File: src/arp_pkg.sv
package arp_pkg;

    // sizing
    localparam int NOTE_SLOTS     = 32;
    localparam int MAX_OCTAVES    = 4;
    localparam int TICK_PERIOD_MS = 1;

    localparam int SEMITONES_PER_OCTAVE = 12;
    localparam int MIN_PERIOD_MS        = 10;
    localparam int SPEED_FRAC_W         = 8;

    localparam int SLOT_W     = 5;
    localparam int NOTE_W     = 8;
    localparam int MASK_W     = 32;
    localparam int TICK_W     = 32;
    localparam int RAND_W     = 16;
    localparam int CFG_W      = 16;

    localparam int SLOT_IDX_W = (NOTE_SLOTS > 1) ? $clog2(NOTE_SLOTS) : 1;
    localparam int COUNT_W    = $clog2(NOTE_SLOTS + 1);
    localparam int OCT_W      = $clog2(MAX_OCTAVES + 1);
    localparam int TOTAL_W    = $clog2(NOTE_SLOTS * MAX_OCTAVES + 1);
    localparam int STEP_W     = TOTAL_W + 1;

    localparam logic [MASK_W-1:0] SLOT_MASK =
        (NOTE_SLOTS >= MASK_W) ? {MASK_W{1'b1}} : MASK_W'((64'd1 << NOTE_SLOTS) - 64'd1);

    // shared divider
    localparam int DIV_W     = CFG_W + SPEED_FRAC_W;
    localparam int DIVR_W    = CFG_W;
    localparam int DIV_CNT_W = $clog2(DIV_W + 1);

    localparam int ELAPSED_W = TICK_W + $clog2(TICK_PERIOD_MS + 1);

    localparam int QUEUE_DEPTH = 2;
    localparam int QPTR_W      = (QUEUE_DEPTH > 1) ? $clog2(QUEUE_DEPTH) : 1;

    // configuration port
    localparam int REG_COUNT = 6;
    localparam int ADDR_W    = $clog2(REG_COUNT * 4);
    localparam int DATA_W    = 32;

    localparam logic [ADDR_W-3:0] REG_ENABLE = 3'd0;
    localparam logic [ADDR_W-3:0] REG_MODE   = 3'd1;
    localparam logic [ADDR_W-3:0] REG_SPAN   = 3'd2;
    localparam logic [ADDR_W-3:0] REG_BASE   = 3'd3;
    localparam logic [ADDR_W-3:0] REG_SCALE  = 3'd4;
    localparam logic [ADDR_W-3:0] REG_CHANCE = 3'd5;

    localparam logic OP_WRITE = 1'b0;
    localparam logic OP_TICK  = 1'b1;

    localparam logic [2:0] MODE_UP       = 3'd0;
    localparam logic [2:0] MODE_DOWN     = 3'd1;
    localparam logic [2:0] MODE_PINGPONG = 3'd2;
    localparam logic [2:0] MODE_RANDOM   = 3'd3;
    localparam logic [2:0] MODE_UPDOWN   = 3'd4;

    typedef struct packed {
        logic                 op;
        logic [SLOT_W-1:0]    slot;
        logic [NOTE_W-1:0]    note_value;
        logic [MASK_W-1:0]    held_mask;
        logic [TICK_W-1:0]    now_ticks;
        logic [RAND_W-1:0]    random_index;
        logic [RAND_W-1:0]    random_chance;
    } in_item_t;

    typedef struct packed {
        logic [NOTE_W-1:0] note_out;
        logic              sounding;
    } out_item_t;

    typedef struct packed {
        logic             enable;
        logic [2:0]       pattern_mode;
        logic [2:0]       octave_span;
        logic [CFG_W-1:0] base_period_ms;
        logic [CFG_W-1:0] speed_scale;
        logic [CFG_W-1:0] play_chance;
    } cfg_t;

    typedef struct packed {
        logic                 is_tick;
        logic [SLOT_W-1:0]    slot;
        logic [NOTE_W-1:0]    note_value;
        logic [MASK_W-1:0]    held_mask;
        logic [COUNT_W-1:0]   note_count;
        logic [TICK_W-1:0]    now_ticks;
        logic [RAND_W-1:0]    random_index;
        logic [RAND_W-1:0]    random_chance;
    } q_entry_t;

    typedef struct packed {
        logic                 start;
        logic [DIV_W-1:0]     dividend;
        logic [DIVR_W-1:0]    divisor;
        logic [DIV_CNT_W-1:0] steps;
    } div_req_t;

    typedef struct packed {
        logic              done;
        logic [DIV_W-1:0]  quotient;
        logic [DIVR_W-1:0] remainder;
    } div_rsp_t;

endpackage

File: src/arp_front.sv
module arp_front (
    input  logic               s_valid,
    output logic               s_ready,
    input  arp_pkg::in_item_t  s_data,
    output logic               push_valid,
    input  logic               push_ready,
    output arp_pkg::q_entry_t  push_data
);
    import arp_pkg::*;

    localparam int NIBBLES = MASK_W / 4;

    function automatic logic [2:0] pop4(input logic [3:0] v);
        return {2'b0, v[0]} + {2'b0, v[1]} + {2'b0, v[2]} + {2'b0, v[3]};
    endfunction

    logic [MASK_W-1:0]  held;
    logic [COUNT_W-1:0] count;

    assign held = s_data.held_mask & SLOT_MASK;

    always_comb begin
        count = '0;
        for (int k = 0; k < NIBBLES; k++) begin
            count = count + COUNT_W'(pop4(held[4*k +: 4]));
        end
    end

    assign s_ready    = push_ready;
    assign push_valid = s_valid;

    always_comb begin
        push_data               = '0;
        push_data.is_tick       = (s_data.op == OP_TICK);
        push_data.slot          = s_data.slot;
        push_data.note_value    = s_data.note_value;
        push_data.held_mask     = held;
        push_data.note_count    = count;
        push_data.now_ticks     = s_data.now_ticks;
        push_data.random_index  = s_data.random_index;
        push_data.random_chance = s_data.random_chance;
    end

endmodule

File: src/arp_fifo.sv
module arp_fifo (
    input  logic               aclk,
    input  logic               aresetn,
    input  logic               in_valid,
    output logic               in_ready,
    input  arp_pkg::q_entry_t  in_data,
    output logic               out_valid,
    input  logic               out_ready,
    output arp_pkg::q_entry_t  out_data
);
    import arp_pkg::*;

    q_entry_t          mem_reg [QUEUE_DEPTH];
    logic [QPTR_W-1:0] wr_ptr_reg;
    logic [QPTR_W-1:0] rd_ptr_reg;
    logic [QPTR_W:0]   count_reg;
    logic              push;
    logic              pop;

    assign in_ready  = (count_reg != (QPTR_W + 1)'(QUEUE_DEPTH));
    assign out_valid = (count_reg != '0);
    assign out_data  = mem_reg[rd_ptr_reg];
    assign push      = in_valid && in_ready;
    assign pop       = out_valid && out_ready;

    function automatic logic [QPTR_W-1:0] bump(input logic [QPTR_W-1:0] p);
        return (p == QPTR_W'(QUEUE_DEPTH - 1)) ? '0 : p + 1'b1;
    endfunction

    always_ff @(posedge aclk) begin
        if (!aresetn) begin
            wr_ptr_reg <= '0;
            rd_ptr_reg <= '0;
            count_reg  <= '0;
        end else begin
            if (push) begin
                wr_ptr_reg <= bump(wr_ptr_reg);
            end
            if (pop) begin
                rd_ptr_reg <= bump(rd_ptr_reg);
            end
            if (push && !pop) begin
                count_reg <= count_reg + 1'b1;
            end else if (pop && !push) begin
                count_reg <= count_reg - 1'b1;
            end
        end
    end

    always_ff @(posedge aclk) begin
        if (push) begin
            mem_reg[wr_ptr_reg] <= in_data;
        end
    end

endmodule

File: src/arp_div.sv
module arp_div (
    input  logic               aclk,
    input  logic               aresetn,
    input  arp_pkg::div_req_t  req,
    output arp_pkg::div_rsp_t  rsp
);
    import arp_pkg::*;

    logic [DIVR_W-1:0]    rem_reg;
    logic [DIV_W-1:0]     quo_reg;
    logic [DIVR_W-1:0]    dvs_reg;
    logic [DIV_CNT_W-1:0] cnt_reg;
    logic                 busy_reg;
    logic                 done_reg;

    logic [DIVR_W:0] shifted;
    logic [DIVR_W:0] trial;
    logic            fits;

    // restoring division, one quotient bit per cycle
    assign shifted = {rem_reg, quo_reg[DIV_W-1]};
    assign trial   = shifted - {1'b0, dvs_reg};
    assign fits    = (shifted >= {1'b0, dvs_reg});

    always_ff @(posedge aclk) begin
        if (!aresetn) begin
            busy_reg <= 1'b0;
            done_reg <= 1'b0;
            cnt_reg  <= '0;
        end else begin
            done_reg <= 1'b0;
            if (req.start) begin
                busy_reg <= 1'b1;
                cnt_reg  <= req.steps;
            end else if (busy_reg) begin
                cnt_reg <= cnt_reg - 1'b1;
                if (cnt_reg == DIV_CNT_W'(1)) begin
                    busy_reg <= 1'b0;
                    done_reg <= 1'b1;
                end
            end
        end
    end

    always_ff @(posedge aclk) begin
        if (req.start) begin
            rem_reg <= '0;
            quo_reg <= req.dividend;
            dvs_reg <= req.divisor;
        end else if (busy_reg) begin
            rem_reg <= fits ? trial[DIVR_W-1:0] : shifted[DIVR_W-1:0];
            quo_reg <= {quo_reg[DIV_W-2:0], fits};
        end
    end

    assign rsp.done      = done_reg;
    assign rsp.quotient  = quo_reg;
    assign rsp.remainder = rem_reg;

endmodule

File: src/arp_back.sv
module arp_back (
    input  logic               aclk,
    input  logic               aresetn,
    input  arp_pkg::cfg_t      cfg,
    input  logic               q_valid,
    output logic               q_ready,
    input  arp_pkg::q_entry_t  q_data,
    output arp_pkg::div_req_t  div_req,
    input  arp_pkg::div_rsp_t  div_rsp,
    output logic               m_valid,
    input  logic               m_ready,
    output arp_pkg::out_item_t m_data
);
    import arp_pkg::*;

    typedef enum logic [2:0] {
        S_IDLE,
        S_PERIOD,
        S_RAND,
        S_CHECK,
        S_LOC,
        S_SCAN,
        S_EMIT
    } state_t;

    state_t                    state_reg;
    q_entry_t                  ent_reg;
    logic [NOTE_W-1:0]         table_reg [NOTE_SLOTS];
    logic signed [STEP_W-1:0]  step_reg;
    logic                      down_reg;
    logic [TICK_W-1:0]         last_reg;
    logic                      active_reg;
    logic [TOTAL_W-1:0]        total_reg;
    logic [OCT_W-1:0]          oct_reg;
    logic [COUNT_W-1:0]        rank_reg;
    logic [COUNT_W-1:0]        seen_reg;
    logic [SLOT_IDX_W-1:0]     scan_reg;
    logic [NOTE_W-1:0]         res_note_reg;
    logic                      res_snd_reg;
    logic                      out_valid_reg;
    out_item_t                 out_data_reg;

    logic [OCT_W-1:0]          oct_span;
    logic [TOTAL_W-1:0]        total_calc;
    logic [CFG_W-1:0]          scale_nz;
    logic [DIV_W-1:0]          period;
    logic [TICK_W-1:0]         since_last;
    logic [ELAPSED_W-1:0]      elapsed_ms;
    logic                      step_hit;
    logic signed [STEP_W-1:0]  tot_s;
    logic signed [STEP_W-1:0]  last_s;
    logic signed [STEP_W-1:0]  inc_s;
    logic signed [STEP_W-1:0]  dec_s;
    logic signed [STEP_W-1:0]  step_moved;
    logic                      down_moved;
    logic signed [STEP_W-1:0]  step_clamp;
    logic [NOTE_W-1:0]         pitch;
    logic                      start_tick;

    assign q_ready = (state_reg == S_IDLE);
    assign m_valid = out_valid_reg;
    assign m_data  = out_data_reg;

    always_comb begin
        if (cfg.octave_span == 3'd0) begin
            oct_span = OCT_W'(1);
        end else if (32'(cfg.octave_span) > MAX_OCTAVES) begin
            oct_span = OCT_W'(MAX_OCTAVES);
        end else begin
            oct_span = OCT_W'(cfg.octave_span);
        end
    end

    assign total_calc = TOTAL_W'(q_data.note_count) * TOTAL_W'(oct_span);
    assign scale_nz   = (cfg.speed_scale == '0) ? CFG_W'(1) : cfg.speed_scale;
    assign period     = (div_rsp.quotient < DIV_W'(MIN_PERIOD_MS)) ?
                        DIV_W'(MIN_PERIOD_MS) : div_rsp.quotient;
    // tick difference wraps at the counter width before scaling
    assign since_last = ent_reg.now_ticks - last_reg;
    assign elapsed_ms = ELAPSED_W'(since_last) * ELAPSED_W'(TICK_PERIOD_MS);
    assign step_hit   = (elapsed_ms >= ELAPSED_W'(period));

    assign tot_s  = $signed({1'b0, total_reg});
    assign last_s = tot_s - STEP_W'(1);
    assign inc_s  = step_reg + STEP_W'(1);
    assign dec_s  = step_reg - STEP_W'(1);

    // step movement for the walking modes; random mode goes through the divider
    always_comb begin
        step_moved = step_reg;
        down_moved = down_reg;
        unique case (cfg.pattern_mode)
            MODE_UP: begin
                step_moved = (inc_s >= tot_s) ? '0 : inc_s;
            end
            MODE_DOWN: begin
                step_moved = (dec_s < 0) ? last_s : dec_s;
            end
            MODE_PINGPONG: begin
                if (down_reg) begin
                    step_moved = dec_s;
                    if (dec_s <= 0) begin
                        step_moved = '0;
                        down_moved = 1'b0;
                    end
                end else begin
                    step_moved = inc_s;
                    if (inc_s >= last_s) begin
                        step_moved = last_s;
                        down_moved = 1'b1;
                    end
                end
            end
            MODE_UPDOWN: begin
                if (down_reg) begin
                    step_moved = dec_s;
                    if (dec_s < 0) begin
                        step_moved = '0;
                        down_moved = 1'b0;
                    end
                end else begin
                    step_moved = inc_s;
                    if (inc_s >= tot_s) begin
                        step_moved = last_s;
                        down_moved = 1'b1;
                    end
                end
            end
            default: begin
                step_moved = step_reg;
                down_moved = down_reg;
            end
        endcase
    end

    always_comb begin
        if (step_reg >= tot_s) begin
            step_clamp = last_s;
        end else if (step_reg < 0) begin
            step_clamp = '0;
        end else begin
            step_clamp = step_reg;
        end
    end

    assign pitch = table_reg[scan_reg] + NOTE_W'(SEMITONES_PER_OCTAVE * oct_reg);

    assign start_tick = q_valid && q_data.is_tick && cfg.enable && (q_data.note_count != '0);

    always_comb begin
        div_req = '0;
        unique case (state_reg)
            S_IDLE: begin
                div_req.start    = start_tick;
                div_req.dividend = {cfg.base_period_ms, SPEED_FRAC_W'(0)};
                div_req.divisor  = scale_nz;
                div_req.steps    = DIV_CNT_W'(DIV_W);
            end
            S_PERIOD: begin
                div_req.start    = div_rsp.done && step_hit &&
                                   (cfg.pattern_mode == MODE_RANDOM);
                div_req.dividend = {ent_reg.random_index, (DIV_W - RAND_W)'(0)};
                div_req.divisor  = DIVR_W'(total_reg);
                div_req.steps    = DIV_CNT_W'(RAND_W);
            end
            S_CHECK: begin
                div_req.start    = active_reg;
                div_req.dividend = {step_clamp[TOTAL_W-1:0], (DIV_W - TOTAL_W)'(0)};
                div_req.divisor  = DIVR_W'(ent_reg.note_count);
                div_req.steps    = DIV_CNT_W'(TOTAL_W);
            end
            default: begin
                div_req = '0;
            end
        endcase
    end

    always_ff @(posedge aclk) begin
        if (!aresetn) begin
            state_reg     <= S_IDLE;
            step_reg      <= '1;            // minus one
            down_reg      <= 1'b0;
            last_reg      <= '0;
            active_reg    <= 1'b0;
            out_valid_reg <= 1'b0;
            for (int k = 0; k < NOTE_SLOTS; k++) begin
                table_reg[k] <= '0;
            end
        end else begin
            // S_EMIT drives the output register itself
            if (m_ready && (state_reg != S_EMIT)) begin
                out_valid_reg <= 1'b0;
            end
            unique case (state_reg)
                S_IDLE: begin
                    if (q_valid) begin
                        ent_reg <= q_data;
                        if (!q_data.is_tick) begin
                            if (32'(q_data.slot) < NOTE_SLOTS) begin
                                table_reg[q_data.slot[SLOT_IDX_W-1:0]] <= q_data.note_value;
                            end
                        end else if (!cfg.enable) begin
                            res_note_reg <= '0;
                            res_snd_reg  <= 1'b0;
                            state_reg    <= S_EMIT;
                        end else if (q_data.note_count == '0) begin
                            step_reg     <= '1;
                            active_reg   <= 1'b0;
                            res_note_reg <= '0;
                            res_snd_reg  <= 1'b0;
                            state_reg    <= S_EMIT;
                        end else begin
                            total_reg <= total_calc;
                            state_reg <= S_PERIOD;
                        end
                    end
                end
                S_PERIOD: begin
                    if (div_rsp.done) begin
                        if (step_hit) begin
                            last_reg   <= ent_reg.now_ticks;
                            active_reg <= (ent_reg.random_chance <= cfg.play_chance);
                            if (cfg.pattern_mode == MODE_RANDOM) begin
                                state_reg <= S_RAND;
                            end else begin
                                step_reg  <= step_moved;
                                down_reg  <= down_moved;
                                state_reg <= S_CHECK;
                            end
                        end else begin
                            state_reg <= S_CHECK;
                        end
                    end
                end
                S_RAND: begin
                    if (div_rsp.done) begin
                        step_reg  <= $signed({1'b0, div_rsp.remainder[TOTAL_W-1:0]});
                        state_reg <= S_CHECK;
                    end
                end
                S_CHECK: begin
                    if (!active_reg) begin
                        res_note_reg <= '0;
                        res_snd_reg  <= 1'b0;
                        state_reg    <= S_EMIT;
                    end else begin
                        step_reg  <= step_clamp;
                        state_reg <= S_LOC;
                    end
                end
                S_LOC: begin
                    // quotient picks the octave, remainder the rank among held slots
                    if (div_rsp.done) begin
                        oct_reg   <= div_rsp.quotient[OCT_W-1:0];
                        rank_reg  <= div_rsp.remainder[COUNT_W-1:0];
                        seen_reg  <= '0;
                        scan_reg  <= '0;
                        state_reg <= S_SCAN;
                    end
                end
                S_SCAN: begin
                    if (ent_reg.held_mask[scan_reg] && (seen_reg == rank_reg)) begin
                        res_note_reg <= pitch;
                        res_snd_reg  <= 1'b1;
                        state_reg    <= S_EMIT;
                    end else begin
                        if (ent_reg.held_mask[scan_reg]) begin
                            seen_reg <= seen_reg + 1'b1;
                        end
                        scan_reg <= scan_reg + 1'b1;
                    end
                end
                S_EMIT: begin
                    if (!out_valid_reg || m_ready) begin
                        out_valid_reg         <= 1'b1;
                        out_data_reg.note_out <= res_note_reg;
                        out_data_reg.sounding <= res_snd_reg;
                        state_reg             <= S_IDLE;
                    end
                end
                default: begin
                    state_reg <= S_IDLE;
                end
            endcase
        end
    end

endmodule

File: src/note_arpeggiator.sv
// Arpeggiator over held scale notes. Write items (op 0) load a note into one of 32
// slots; tick items (op 1) give one result each: the current arpeggio note with
// sounding set, or 0 when disabled, nothing is held, or the step did not play.
// Items pass through a two-entry queue, so up to two items are taken in while the
// back end works or a result waits at the output register. A write item retires in
// the idle state. A tick that is disabled or has nothing held goes straight to the
// emit state; any other tick uses a shared radix-2 divider for the step period
// (24 steps), in random mode on a step for the index modulo (16 steps), and, if the
// step plays, for the octave/rank split (8 steps), after which the held slots are
// scanned one per cycle until the selected one is found. Configuration registers
// sit on the APB port at byte offsets 0x00 enable, 0x04 pattern_mode, 0x08
// octave_span, 0x0C base_period_ms, 0x10 speed_scale, 0x14 play_chance.
module note_arpeggiator (
    input  logic                         aclk,
    input  logic                         aresetn,
    input  logic                         s_valid,
    output logic                         s_ready,
    input  arp_pkg::in_item_t            s_data,
    output logic                         m_valid,
    input  logic                         m_ready,
    output arp_pkg::out_item_t           m_data,
    input  logic                         psel,
    input  logic                         penable,
    input  logic                         pwrite,
    input  logic [arp_pkg::ADDR_W-1:0]   paddr,
    input  logic [arp_pkg::DATA_W-1:0]   pwdata,
    output logic [arp_pkg::DATA_W-1:0]   prdata,
    output logic                         pready
);
    import arp_pkg::*;

    cfg_t      cfg_reg;
    logic      cfg_wr;

    logic      push_valid;
    logic      push_ready;
    q_entry_t  push_data;
    logic      q_valid;
    logic      q_ready;
    q_entry_t  q_data;
    div_req_t  div_req;
    div_rsp_t  div_rsp;

    assign pready = 1'b1;
    assign cfg_wr = psel && penable && pwrite && pready;

    always_ff @(posedge aclk) begin
        if (!aresetn) begin
            cfg_reg.enable         <= 1'b0;
            cfg_reg.pattern_mode   <= MODE_UP;
            cfg_reg.octave_span    <= 3'd1;
            cfg_reg.base_period_ms <= CFG_W'(125);
            cfg_reg.speed_scale    <= CFG_W'(256);
            cfg_reg.play_chance    <= '1;
        end else if (cfg_wr) begin
            unique case (paddr[ADDR_W-1:2])
                REG_ENABLE: cfg_reg.enable         <= pwdata[0];
                REG_MODE:   cfg_reg.pattern_mode   <= pwdata[2:0];
                REG_SPAN:   cfg_reg.octave_span    <= pwdata[2:0];
                REG_BASE:   cfg_reg.base_period_ms <= pwdata[CFG_W-1:0];
                REG_SCALE:  cfg_reg.speed_scale    <= pwdata[CFG_W-1:0];
                REG_CHANCE: cfg_reg.play_chance    <= pwdata[CFG_W-1:0];
                default: ;
            endcase
        end
    end

    always_comb begin
        unique case (paddr[ADDR_W-1:2])
            REG_ENABLE: prdata = DATA_W'(cfg_reg.enable);
            REG_MODE:   prdata = DATA_W'(cfg_reg.pattern_mode);
            REG_SPAN:   prdata = DATA_W'(cfg_reg.octave_span);
            REG_BASE:   prdata = DATA_W'(cfg_reg.base_period_ms);
            REG_SCALE:  prdata = DATA_W'(cfg_reg.speed_scale);
            REG_CHANCE: prdata = DATA_W'(cfg_reg.play_chance);
            default:    prdata = '0;
        endcase
    end

    arp_front u_front (
        .s_valid    (s_valid),
        .s_ready    (s_ready),
        .s_data     (s_data),
        .push_valid (push_valid),
        .push_ready (push_ready),
        .push_data  (push_data)
    );

    arp_fifo u_fifo (
        .aclk      (aclk),
        .aresetn   (aresetn),
        .in_valid  (push_valid),
        .in_ready  (push_ready),
        .in_data   (push_data),
        .out_valid (q_valid),
        .out_ready (q_ready),
        .out_data  (q_data)
    );

    arp_div u_div (
        .aclk    (aclk),
        .aresetn (aresetn),
        .req     (div_req),
        .rsp     (div_rsp)
    );

    arp_back u_back (
        .aclk    (aclk),
        .aresetn (aresetn),
        .cfg     (cfg_reg),
        .q_valid (q_valid),
        .q_ready (q_ready),
        .q_data  (q_data),
        .div_req (div_req),
        .div_rsp (div_rsp),
        .m_valid (m_valid),
        .m_ready (m_ready),
        .m_data  (m_data)
    );

endmodule

File: config.mk
export PLATFORM = sky130hd
export DESIGN_NAME = note_arpeggiator
export DESIGN_NICKNAME = d
export VERILOG_FILES = /design/src/arp_pkg.sv /design/src/arp_front.sv /design/src/arp_fifo.sv /design/src/arp_div.sv /design/src/arp_back.sv /design/src/note_arpeggiator.sv
export SDC_FILE = /design/constraint.sdc
export NUM_CORES = 1
export LEC_CHECK = 0
export BUFFER_PORTS_ARGS = -buffer_cell sky130_fd_sc_hd__buf_2
export CORE_UTILIZATION = 60
export DETAILED_ROUTE_END_ITERATION = 12
export GPL_TIMING_DRIVEN = 0
export PLACE_DENSITY = 0.78
export SETUP_SLACK_MARGIN = 0.1
export SLEW_MARGIN = 40
export SYNTH_ARGS = -nofsm -noshare
export SYNTH_HDL_FRONTEND = slang
export SYNTH_SLANG_ARGS = --single-unit
File: constraint.sdc
create_clock -name aclk -period 8.55 [get_ports aclk]
set_input_delay 1.2825 -clock aclk [delete_from_list [all_inputs] [get_ports aclk]]
set_output_delay 1.2825 -clock aclk [all_outputs]
set_load 0.1 [all_outputs]
==> results.sh <==
export IMPL_outcome="completed"
export IMPL_clock_path_buffers=3
export IMPL_switching_share_pct=32.89
export IMPL_die_area_um2=66290
export IMPL_ctsRootBufferMaster="clkbuf_16"
export IMPL_numCtsBuffers=82
export IMPL_clk_pin_slew_ps=60
export IMPL_hp_class="reg -> reg"
export IMPL_comb_power_share_pct=30.0
export IMPL_dp_slack_ps=2127
export IMPL_p_switching_mw=4.048
export IMPL_cp_arrival_ps=6430
export IMPL_nNetsFinal=3755
export IMPL_cts_hold_buf=0
export IMPL_yosys_top_cells_area="edfxtp_1, dfxtp_1, ha_1"
export IMPL_gp_congestion=0.9834
export IMPL_rows=93
export IMPL_irDropWorstVdd_mv=0.2548
export IMPL_grt_usage_pct=31.84
export IMPL_worst_slew_pin_slew_ps=951.6
export IMPL_drc=0
export IMPL_cts_tree="built"
export IMPL_synthCells=3126
export IMPL_async_flop_share_pct=0
export IMPL_timing_critical_path_from_type="flop"
export IMPL_globalRouteMet3Util_pct=8.668
export IMPL_met1_usage_pct=43.51
export IMPL_max_freq_ghz=0.1606
export IMPL_top_usage_layer="met2"
export IMPL_cts_resized_gates=0
export IMPL_synth_area_per_cell_um2=12.53
export IMPL_routed_wl_um=105500
export IMPL_report_final_slew_viol_count=0
export IMPL_synth_seq_cells=811
export IMPL_holdPathStages=0
export IMPL_htree_levels=3
export IMPL_grt_pass1_vias=26750
export IMPL_hold_viol_final=0
export IMPL_dr_total_vias=26990
export IMPL_crit_path_max_fanout=24
export IMPL_core_um2=64460
export IMPL_crit_required_ps=8750
export IMPL_initial_core_util_pct=60.74
export IMPL_cap_violations=0
export IMPL_synth_area_um2=39160
export IMPL_setup_violations=0
export IMPL_yosysWarnings=0
export IMPL_grt_max_degree=42
export IMPL_die_h_um=257.5
export IMPL_end_kind="flop"
export IMPL_gr_total_overflow=0
export IMPL_seq_power_share_pct=40.9
export IMPL_clock_skew_ps=25.19
export IMPL_synth_cell_types=79
export IMPL_synth_top_area_cell="edfxtp_1"
export IMPL_io_buffers=161
export IMPL_postRouteAntennaNets=0
export IMPL_grt_pass1_wl_um=158100
export IMPL_worst_r2r_path_depth=21
export IMPL_clk_latency_ps=640
export IMPL_synth_most_common_cell="edfxtp_1"
export IMPL_pin_count=198
export IMPL_max_slew_margin_pct=36.56
export IMPL_synth_common_cells="edfxtp_1, nor2_1, nand2_1"
export IMPL_yosysSeqAreaShare_pct=58.74
export IMPL_fin_tns_setup_ps=0
export IMPL_synthFlopType="edfxtp_1"
export IMPL_post_route_min_period_ps=6227
export IMPL_hpwl_um=78570
export IMPL_clock_power_share_pct=29.1
export IMPL_clkSinkCount=811
export IMPL_layout_setup_ws_ps=2323
export IMPL_cts_setup_buffers=0
export IMPL_die_w_um=257.5
export IMPL_drt_iter0_markers=3300
export IMPL_layout_drive_gt1_share_pct=16.86
export IMPL_power_density_nw_per_um2=277.3
export IMPL_intPower_mw=8.258
export IMPL_drt_pre_antenna_iters=5
export IMPL_largest_reg_flops=256
export IMPL_fillers=4421
export IMPL_areaGrowthSynthToFinish_pct=13.33
export IMPL_crit_type="reg -> reg"
export IMPL_synth_top_area_share_pct=51.84
export IMPL_finalCritPeriodShare_pct=72.84
export IMPL_wl_per_cell_um=24.32
export IMPL_met2_usage_pct=49.12
export IMPL_routed_via_density=6.224
export IMPL_rsz0062_at_grt="false"
export IMPL_cellLeakagePower_nw=16.71
export IMPL_synth_edf_count=676
export IMPL_antenna_found_initial=26
export IMPL_whs_ps=414.8
[power groups by stage]
stage	combinational (mW)	clock [mW]	sequential, mW
CTS	3.63	3.61	5.04
floorplan	2.39	0	5.12
detailed placement	3.59	0	5.11
finish	3.69	3.58	5.04
global route	3.94	3.75	5.07
global placement	3.34	0	5.18
[final cells by class]
| class | count | area, um^2 | share of cell area, % |
|---|---|---|---|
| clock inverter | 41 | 404.1 | 0.9107 |
| sequential | 811 | 23000 | 51.83 |
| antenna | 6 | 15.01 | 0.03383 |
| inverter | 198 | 743.2 | 1.675 |
| clock buffer | 113 | 2275 | 5.126 |
| timing repair buffer | 180 | 1217 | 2.743 |
| buffer | 160 | 696.9 | 1.570 |
| multi-input combinational | 1972 | 14950 | 33.70 |
| tap | 855 | 1070 | 2.411 |
[placed cells by master, fill, tap and decap left out, drive strengths merged, types with 19 or more instances in the layout]
cell,instances
inv,204
nor2,430
nand2b,31
dfxtp,135
nor3,33
fa,31
a21oi,128
mux2,119
a21o,44
mux2i,110
xor2,36
buf,219
nor4,19
a211oi,29
clkinv,22
nand4,22
mux4,85
clkbuf,234
o211ai,31
ha,165
nand3,36
xnor2,60
nand2,244
o21ai,96
edfxtp,676
and2,31
[through the flow]
| step | cells | power [mW] | area (um^2) | utilization, % |
|---|---|---|---|---|
| after floorplan | 3141 | 7.510 | 39210 | - |
| after global placement | 4157 | 8.517 | 41090 | 63.74 |
| after detailed placement | 4176 | 8.700 | 41660 | 64.62 |
| after CTS | 4330 | 12.27 | 44340 | 68.78 |
| after global routing | 4334 | 12.76 | 44370 | 68.83 |
| final | 4336 | 12.31 | 44380 | 68.84 |
[metal layers]
metal | share of wire [%] | vias to the layer above
met5 | 0.19 | -
met4 | 3.7 | 32
met3 | 12 | 326
met2 | 45 | 1536
met1 | 39 | 13160
li1 | - | 11940
[critical path: stages, from the launching register on]
cell	delay, ps
edfxtp_1	400
inv_1	70
ha_1	150
inv_1	50
fa_1	430
a211oi_2	250
o21ai_1	200
a211o_1	350
a21oi_1	350
o21ai_0	180
xor2_1	180
ha_1	330
a21oi_1	130
nand2_1	70
a221o_1	310
a211oi_1	390
nand4b_1	140
mux2_2	300
nor4_4	220
a41oi_2	280
a21oi_4	460
nand2b_2	510
[kinds of logic (layout without fill, tap and decap cells)]
group	count (synthesis)	count (layout)	share of synthesized area, %
simple gates	904	904	10.07
flops	811	811	58.74
compound gates	445	445	7.404
buf+inv	358	692	3.633
mux	314	314	11.12
fa+ha+maj	196	196	6.857
xor+xnor	96	96	2.147
other cells	2	23	0.01918
[worst paths after layout]
kind / from / to / slack [ps]
setup reg to reg: u_back.ent_reg[32] / u_div.quo_reg[9] / 2320
hold / removal: u_back.res_note_reg[0] / u_back.m_data[1] / 410
setup / recovery: u_back.ent_reg[32] / u_div.quo_reg[9] / 2320
hold reg to reg: u_back.res_note_reg[0] / u_back.m_data[1] / 410
Note: power is estimated with default switching activity, not from simulation.
